## src/design/alpc_pkg.sv

```systemverilog
// Shared constants, types and helpers for the allele link phase classifier.
package alpc_pkg;

  localparam int MAX_ALLELES = 8;
  localparam int COUNT_BITS  = 16;
  localparam int CFG_W       = 4;
  localparam int ROW_W       = (MAX_ALLELES > 1) ? $clog2(MAX_ALLELES) : 1;
  localparam int NUM_W       = ROW_W + 1;
  localparam int ADDR_W      = 2 * ROW_W;

  // register indexes on the config channel
  localparam logic [0:0] CFG_FIRST  = 1'b0;
  localparam logic [0:0] CFG_SECOND = 1'b1;

  typedef enum logic [1:0] {
    REQ_CLEAR   = 2'd0,
    REQ_PAIR    = 2'd1,
    REQ_MISSING = 2'd2,
    REQ_QUERY   = 2'd3
  } req_t;

  localparam logic [2:0] PHASE_AND      = 3'd0;
  localparam logic [2:0] PHASE_REF_ALT  = 3'd1;
  localparam logic [2:0] PHASE_TO_REF   = 3'd2;
  localparam logic [2:0] PHASE_XOR      = 3'd3;
  localparam logic [2:0] PHASE_OTHER    = 3'd4;

  typedef struct packed {
    logic                  en;
    logic [ADDR_W-1:0]     addr;
    logic [COUNT_BITS-1:0] data;
  } cell_wr_t;

  // register value clamped to 1..MAX_ALLELES
  function automatic logic [NUM_W-1:0] eff_count(input logic [CFG_W-1:0] v);
    logic [NUM_W-1:0] r;
    if (v == '0) begin
      r = NUM_W'(1);
    end else if (int'(v) > MAX_ALLELES) begin
      r = NUM_W'(MAX_ALLELES);
    end else begin
      r = NUM_W'(v);
    end
    return r;
  endfunction

endpackage

```

## src/design/allele_link_phase_classifier_unit.sv

```systemverilog
// Allele link phase classifier: sequencer sweeping the link counter matrix.
// Swept area per item, from accept to result (cells visited in S_RUN):
//   clear/query n1*n2, pair 1 / n1 / n2 / n1*n2, missing MAX_ALLELES^2.
//   An item with a bad index sweeps no cells and goes straight to its result.
// Throughput: one item at a time, set by the one-cell-per-cycle read-modify-write
//   on the counter store; a new word is taken while a result waits.
// Reset: counters read as zero, both allele counts 2, no result pending.
module allele_link_phase_classifier_unit
  import alpc_pkg::*;
(
  input  logic        clk,
  input  logic        rst,
  input  logic        item_valid,
  output logic        item_ready,
  input  logic [1:0]  req_type,
  input  logic [2:0]  first_genotype,
  input  logic        first_is_wild,
  input  logic [2:0]  second_genotype,
  input  logic        second_is_wild,
  input  logic [2:0]  query_first_allele,
  input  logic [2:0]  query_second_allele,
  output logic        result_valid,
  input  logic        result_ready,
  output logic [2:0]  phase_code,
  output logic        index_error,
  input  logic        cfg_valid,
  output logic        cfg_ready,
  input  logic [0:0]  cfg_index,
  input  logic [3:0]  cfg_data
);

  typedef enum logic [1:0] {S_IDLE, S_RUN, S_DRAIN, S_FINISH} state_t;

  state_t           state;
  req_t             op;
  logic [CFG_W-1:0] first_cfg, second_cfg;
  logic [ROW_W-1:0] row, col, row_hi, col_lo, col_hi;
  logic [ROW_W-1:0] qa1, qa2;
  logic [ROW_W-1:0] p_row, p_col;
  logic             pv;
  logic             err, to_ref, ref_row_hit, to_alt, other;

  logic [NUM_W-1:0]      n1, n2, n1_last, n2_last;
  req_t                  in_op;
  logic                  in_err;
  logic [ROW_W-1:0]      g1, g2;
  logic [COUNT_BITS-1:0] cur, inc;
  logic                  cur_pos;
  cell_wr_t              wr;
  logic [2:0]            code;

  assign n1      = eff_count(first_cfg);
  assign n2      = eff_count(second_cfg);
  assign n1_last = n1 - NUM_W'(1);
  assign n2_last = n2 - NUM_W'(1);
  assign in_op   = req_t'(req_type);
  assign g1      = ROW_W'(first_genotype);
  assign g2      = ROW_W'(second_genotype);

  always_comb begin
    unique case (in_op)
      REQ_PAIR: in_err = (!first_is_wild && int'(first_genotype) >= int'(n1)) ||
                         (!second_is_wild && int'(second_genotype) >= int'(n2));
      REQ_QUERY: in_err = (query_first_allele == '0) ||
                          (int'(query_first_allele) >= int'(n1)) ||
                          (query_second_allele == '0) ||
                          (int'(query_second_allele) >= int'(n2));
      default: in_err = 1'b0;
    endcase
  end

  assign item_ready = (state == S_IDLE);
  assign cfg_ready  = 1'b1;

  alpc_cell_store u_store (
    .clk   (clk),
    .rst   (rst),
    .raddr ({row, col}),
    .wr    (wr),
    .count (cur)
  );

  // cell stage: data for (p_row, p_col) arrives in the cycle after its read
  assign inc     = (cur == '1) ? cur : cur + COUNT_BITS'(1);
  assign cur_pos = (cur != '0);

  always_comb begin
    wr.en   = pv && (op != REQ_QUERY);
    wr.addr = {p_row, p_col};
    wr.data = (op == REQ_CLEAR) ? '0 : inc;
  end

  always_comb begin
    if (op != REQ_QUERY) begin
      code = PHASE_AND;
    end else if (err || other) begin
      code = PHASE_OTHER;
    end else if (!to_alt) begin
      code = PHASE_XOR;
    end else begin
      unique case ({ref_row_hit, to_ref})
        2'b00:   code = PHASE_AND;
        2'b10:   code = PHASE_REF_ALT;
        2'b01:   code = PHASE_TO_REF;
        default: code = PHASE_OTHER;
      endcase
    end
  end

  always_ff @(posedge clk) begin
    if (rst) begin
      state        <= S_IDLE;
      first_cfg    <= CFG_W'(2);
      second_cfg   <= CFG_W'(2);
      pv           <= 1'b0;
      result_valid <= 1'b0;
    end else begin
      pv <= (state == S_RUN);

      if (cfg_valid && cfg_ready) begin
        unique case (cfg_index)
          CFG_FIRST:  first_cfg  <= cfg_data;
          CFG_SECOND: second_cfg <= cfg_data;
        endcase
      end

      if (result_valid && result_ready) begin
        result_valid <= 1'b0;
      end

      // query flags from the cell stage
      if (pv && op == REQ_QUERY && cur_pos) begin
        if (p_row == qa1 && p_col == '0) to_ref <= 1'b1;
        if (p_row == '0 && p_col == qa2) ref_row_hit <= 1'b1;
        if (p_row == qa1 && p_col == qa2) to_alt <= 1'b1;
        if ((p_row == qa1 && p_col != '0 && p_col != qa2) ||
            (p_col == qa2 && p_row != '0 && p_row != qa1)) begin
          other <= 1'b1;
        end
      end

      unique case (state)
        S_IDLE: begin
          if (item_valid) begin
            op          <= in_op;
            err         <= in_err;
            qa1         <= ROW_W'(query_first_allele);
            qa2         <= ROW_W'(query_second_allele);
            to_ref      <= 1'b0;
            ref_row_hit <= 1'b0;
            to_alt      <= 1'b0;
            other       <= 1'b0;
            unique case (in_op)
              REQ_PAIR: begin
                row    <= first_is_wild ? '0 : g1;
                row_hi <= first_is_wild ? n1_last[ROW_W-1:0] : g1;
                col    <= second_is_wild ? '0 : g2;
                col_lo <= second_is_wild ? '0 : g2;
                col_hi <= second_is_wild ? n2_last[ROW_W-1:0] : g2;
              end
              REQ_MISSING: begin
                row    <= '0;
                row_hi <= '1;
                col    <= '0;
                col_lo <= '0;
                col_hi <= '1;
              end
              default: begin
                row    <= '0;
                row_hi <= n1_last[ROW_W-1:0];
                col    <= '0;
                col_lo <= '0;
                col_hi <= n2_last[ROW_W-1:0];
              end
            endcase
            state <= in_err ? S_FINISH : S_RUN;
          end
        end
        S_RUN: begin
          p_row <= row;
          p_col <= col;
          if (col == col_hi) begin
            col <= col_lo;
            row <= row + ROW_W'(1);
          end else begin
            col <= col + ROW_W'(1);
          end
          if (row == row_hi && col == col_hi) begin
            state <= S_DRAIN;
          end
        end
        S_DRAIN: begin
          state <= S_FINISH;
        end
        S_FINISH: begin
          if (!result_valid || result_ready) begin
            result_valid <= 1'b1;
            phase_code   <= code;
            index_error  <= err;
            state        <= S_IDLE;
          end
        end
      endcase
    end
  end

  a_idle_no_cell_work: assert property (@(posedge clk) disable iff (rst)
    item_ready |-> !pv && !wr.en)
    else $error("cell stage busy while idle");

  a_busy_after_accept: assert property (@(posedge clk) disable iff (rst)
    item_valid && item_ready |=> !item_ready)
    else $error("word accepted but block still ready");

  a_error_code: assert property (@(posedge clk) disable iff (rst)
    result_valid && index_error |-> phase_code == PHASE_OTHER || phase_code == PHASE_AND)
    else $error("bad code on index error");

endmodule

```

## src/design/alpc_cell_store.sv

```systemverilog
// Link counter store: one write and one registered read per cycle, valid bits for reset.
module alpc_cell_store
  import alpc_pkg::*;
(
  input  logic                  clk,
  input  logic                  rst,
  input  logic [ADDR_W-1:0]     raddr,
  input  cell_wr_t              wr,
  output logic [COUNT_BITS-1:0] count
);

  localparam int DEPTH = MAX_ALLELES * MAX_ALLELES;

  logic [COUNT_BITS-1:0] mem [DEPTH];
  logic [DEPTH-1:0]      vld;
  logic [COUNT_BITS-1:0] rdata;
  logic                  rvld;

  always_ff @(posedge clk) begin
    rdata <= mem[raddr];
    if (wr.en) begin
      mem[wr.addr] <= wr.data;
    end
  end

  always_ff @(posedge clk) begin
    if (rst) begin
      vld  <= '0;
      rvld <= 1'b0;
    end else begin
      rvld <= vld[raddr];
      if (wr.en) begin
        vld[wr.addr] <= 1'b1;
      end
    end
  end

  // never-written cells read as zero
  assign count = rvld ? rdata : '0;

endmodule
```

## config.mk

```make
export PLATFORM = sky130hd
export DESIGN_NAME = allele_link_phase_classifier_unit
export DESIGN_NICKNAME = d
export VERILOG_FILES = /design/src/design/alpc_pkg.sv /design/src/design/allele_link_phase_classifier_unit.sv /design/src/design/alpc_cell_store.sv
export SDC_FILE = /design/constraint.sdc
export NUM_CORES = 1
export LEC_CHECK = 0
export BUFFER_PORTS_ARGS = -buffer_cell sky130_fd_sc_hd__buf_2
export CAP_MARGIN = 20
export CELL_PAD_IN_SITES_DETAIL_PLACEMENT = 1
export CELL_PAD_IN_SITES_GLOBAL_PLACEMENT = 2
export CORE_MARGIN = 2
export CORE_UTILIZATION = 35
export DETAILED_ROUTE_END_ITERATION = 7
export PLACE_DENSITY = 0.55
export SLEW_MARGIN = 5
export SYNTH_ARGS = -nofsm -noshare
export SYNTH_HDL_FRONTEND = slang
export SYNTH_SLANG_ARGS = --single-unit
export TNS_END_PERCENT = 1
```

## constraint.sdc

```tcl
create_clock -name clk -period 9.6 [get_ports clk]
set_input_delay 0.48 -clock clk [delete_from_list [all_inputs] [get_ports clk]]
set_output_delay 0.48 -clock clk [all_outputs]
set_load 0.02 [all_outputs]
```

==> reports/summary.log <==
qor: detailed_routing.detail_route.drc_violations 0
qor: global_route.groute.layer.met1.usage 25.70%
qor: placement.buffer_ports.inserted 31
qor: timing.final.setup.tns 0 ns
qor: synthesis.yosys.area_share.adder 0.6896%
qor: global_route.gr-usage-met2 33.23%
qor: detailed_routing.drt_iter0_drc 1826
qor: timing.finalCriticalPeriod 4.824 ns
qor: detailed_routing.route.detailed.vias_per_inst 5.313
qor: timing.finalCritPeriodShare 50.24%
qor: detailed_routing.routed_wire_length_per_instance 30.34 µm
qor: detailed_routing.routed_wirelength 128900 µm
qor: flow_run.drv.max_cap_violation_count 0
qor: clocking.post_cts_buffers 0
qor: global_route.first_global_vias 24500
qor: critical_path.start_kind flip-flop
qor: synthesis.simple_gate_area_share_of_the_yosys_netlist 3.037%
qor: clocking.cts_made_buffers 130
qor: clocking.cts_tree done
qor: timing.max_slew_margin 25.92%
qor: floorplan.initial_utilization 35.17%
qor: synthesis.synth_sequential_area_ratio 74.41%
qor: synthesis.synth_top_family_by_area multiplexers
qor: placement.preCtsSetupSlack 4.374 ns
qor: pwr.peakVddDrop 228.2 µV
qor: critical_path.worst_setup_path_end_kind flip-flop
qor: synthesis.ys_types 62
qor: timing.worst_pin_slew 1.105 ns
qor: timing.finalWorstSetupSlack 4.776 ns
qor: timing.timing.final.setup_violations 0
qor: status.status complete, no violations
qor: global_route.track_usage 19.82%
qor: global_route.antenna_found_initial 6
qor: critical_path.critPathRequiredTime 10.27 ns
qor: floorplan.die_footprint 132500 µm²
qor: placement.place_congestion 0.7764
qor: synthesis.synth_compound_gate_area_share 3.522%
qor: synthesis.synth_fp_nets 2284
qor: timing.clock-skew-final 0.02821 ns
qor: synthesis.yosys-mux-area-fraction 16.16%
qor: floorplan.floorplan.io_pins 33
qor: global_route.gr-usage-met3 3.741%
qor: placement.dpl.hpwl 75950 µm
qor: critical_path.timing.critical_path.fanout_max 90
qor: timing.unrepaired_setup_endpoints_after_global_routing no
qor: clocking.cts_resized 0
qor: floorplan.core-area 129000 µm²
qor: clocking.postCtsHoldBufs 12
qor: clocking.cts.path.max_buffers 3
qor: critical_path.crit_arrival 5.49 ns
qor: timing.timing.fmax 207.3 MHz
qor: floorplan.die_w 364.0 µm
qor: detailed_routing.num_vias 22570
qor: synthesis.async_reset_ff_share 0%
qor: synthesis.synth_top_flop_cell sky130_fd_sc_hd__edfxtp_1
qor: clocking.cts.clk_slew.worst_paths 0.06 ns
qor: timing.report.final.slew_viol_count 0
qor: floorplan.die_y 364.0 µm
qor: detailed_routing.first_pass_iters 5
qor: clocking.cts.sinks 1155
qor: synthesis.post_synth_instance_area 45360 µm²
qor: clocking.ctsHtreeMaxLevel 4
qor: global_route.grt_max_degree 109
qor: floorplan.num_rows 132
qor: synthesis.synth-warning-count 0
qor: finish.fraction_of_layout_cells_with_a_size_suffix_above_1 27.74%
qor: synthesis.synth_cells 2233
qor: synthesis.yosys.area_share.xor_xnor 0.5213%
qor: pwr.cellPowerDensity 243.1 nW/µm²
qor: pwr.static-leakage-power 0.01685 µW
qor: clocking.cts-root-buf sky130_fd_sc_hd__clkbuf_16
qor: global_route.overflow 0
qor: critical_path.criticalPathCategory flip-flop to flip-flop
qor: clocking.worstSkewPairLatency 0.74 ns
qor: detailed_routing.number_of_antenna_violating_nets_in_the_routed_design 0
qor: finish.post_layout_net_count 2453
qor: critical_path.regToRegSetupSlack 4.78 ns
qor: finish.syn2layout_area_growth 15.78%
qor: timing.final-hold-violation-count 0
qor: synthesis.post_synth.cell_area_avg 20.31 µm²
qor: worst_hold_path.worst_hold_path_type input pin to flip-flop
qor: global_route.grt.busiest_layer met2
qor: global_route.global_route_wire_length_before_repair 184500 µm
qor: synthesis.postSynthRegisterBits 1155
qor: synthesis.synth_enable_flop_cells 1062
==> cell usage after synthesis (19+ instances only) <==
master | number | area [µm²]
sky130_fd_sc_hd__nor2_1 | 113 | 424.2
sky130_fd_sc_hd__buf_2 | 29 | 145.1
sky130_fd_sc_hd__nand2_1 | 73 | 274.0
sky130_fd_sc_hd__mux2i_1 | 51 | 510.5
sky130_fd_sc_hd__o21a_1 | 65 | 488.0
sky130_fd_sc_hd__nand3_1 | 27 | 135.1
sky130_fd_sc_hd__nor2b_1 | 22 | 137.6
sky130_fd_sc_hd__inv_1 | 19 | 71.32
sky130_fd_sc_hd__o21ai_0 | 28 | 140.1
sky130_fd_sc_hd__a211oi_1 | 26 | 195.2
sky130_fd_sc_hd__dfxtp_1 | 93 | 1862
sky130_fd_sc_hd__mux4_2 | 292 | 6576
sky130_fd_sc_hd__ha_1 | 25 | 312.8
sky130_fd_sc_hd__buf_4 | 25 | 187.7
sky130_fd_sc_hd__clkbuf_1 | 48 | 180.2
sky130_fd_sc_hd__edfxtp_1 | 1062 | 31890
sky130_fd_sc_hd__a21oi_1 | 35 | 175.2
==> placed cells by master, fill, tap and decap left out, types with 25 or more instances in the layout <==
| cell type | n |
|---|---|
| sky130_fd_sc_hd__a211oi_1 | 26 |
| sky130_fd_sc_hd__ha_1 | 25 |
| sky130_fd_sc_hd__clkbuf_16 | 140 |
| sky130_fd_sc_hd__nor2_1 | 49 |
| sky130_fd_sc_hd__mux2i_1 | 51 |
| sky130_fd_sc_hd__nor2_2 | 51 |
| sky130_fd_sc_hd__a21oi_1 | 32 |
| sky130_fd_sc_hd__edfxtp_1 | 1062 |
| sky130_fd_sc_hd__dfxtp_1 | 93 |
| sky130_fd_sc_hd__o21ai_0 | 28 |
| sky130_fd_sc_hd__clkbuf_1 | 40 |
| sky130_fd_sc_hd__nand3_1 | 27 |
| sky130_fd_sc_hd__buf_4 | 99 |
| sky130_fd_sc_hd__nand2_1 | 73 |
| sky130_fd_sc_hd__mux4_2 | 292 |
| sky130_fd_sc_hd__buf_2 | 33 |
| sky130_fd_sc_hd__o21a_1 | 65 |
==> power by group <==
| part | switching, µW | internal (µW) | total [µW] |
|---|---|---|---|
| Clock | 1970 | 2960 | 4930 |
| Sequential | 128 | 5730 | 5860 |
| Combinational | 1240 | 738 | 1980 |
==> routing by layer <==
| metal | share of wire [%] | vias up |
|---|---|---|
| met5 | 0 | - |
| li1 | - | 9549 |
| met2 | 50 | 499 |
| met3 | 4.1 | 193 |
| met1 | 43 | 12330 |
| met4 | 3.4 | 0 |
==> registers in the layout, indices dropped and copies added (netlist names), 2 cells and up <==
name,flops
col,3
col_lo,3
state,2
row,3
p_col,3
row_hi,3
phase_code,3
col_hi,3
first_cfg,4
u_store.vld,64
qa2,3
p_row,3
second_cfg,4
op,2
qa1,3
u_store.rdata,16
u_store.mem,1024
==> final timing paths <==
check                                    start                            to  cells after the start
setup / recovery              col[0]$_DFFE_PP_      u_store.rdata[2]$_DFF_P_                      7
hold / removal                    result_ready       result_valid$_SDFF_PP0_                      4
setup reg to reg              col[0]$_DFFE_PP_      u_store.rdata[2]$_DFF_P_                      7
hold reg to reg   u_store.vld[60]$_SDFFE_PP0P_  u_store.vld[60]$_SDFFE_PP0P_                      1
==> metrics by stage <==
step	hold slack, ns	total power (µW)	instance area [µm²]	util, %	cells
2_1_floorplan	0.4206	7194	45360	-	2233
3_3_place_gp	0.4414	7961	48130	37.32	3993
3_5_place_dp	0.4490	7998	48170	37.35	3998
4_1_cts	0.0009975	12950	52490	40.70	4242
5_1_grt	0.04538	13230	52510	40.71	4244
6_report	0.05226	12770	52520	40.72	4247
==> cell families (layout without fill, tap and decap cells) <==
group | Yosys count | count (layout)
DFF | 1155 | 1155
muxes | 362 | 362
buffers and inverters | 136 | 405
adders and majority gates | 25 | 25
AOI/OAI and AO/OA | 230 | 230
and+or+nand+nor | 297 | 297
xor gates and xnor gates | 27 | 27
other | 1 | 4
==> layout make-up <==
type / count / area, µm²
clock inverter: 47 / 476.7
multi-input combinational: 942 / 11140
fill: 12150 / 76470
clock buffer: 185 / 3722
sequential: 1155 / 33750
tap: 1742 / 2180
antenna: 3 / 7.507
timing repair buffer: 153 / 1170
inverter: 20 / 75.07
==> worst max-delay path: stages, from the launching register on <==
cell                       delay [ns]
sky130_fd_sc_hd__edfxtp_1        0.86
sky130_fd_sc_hd__buf_12          0.59
sky130_fd_sc_hd__inv_1           0.56
sky130_fd_sc_hd__nand3_1         0.53
sky130_fd_sc_hd__o21ai_0         0.37
sky130_fd_sc_hd__a221oi_1        0.94
sky130_fd_sc_hd__o221ai_1        0.60
sky130_fd_sc_hd__nand3_1         0.18
Power figures use the tool's default switching activity.
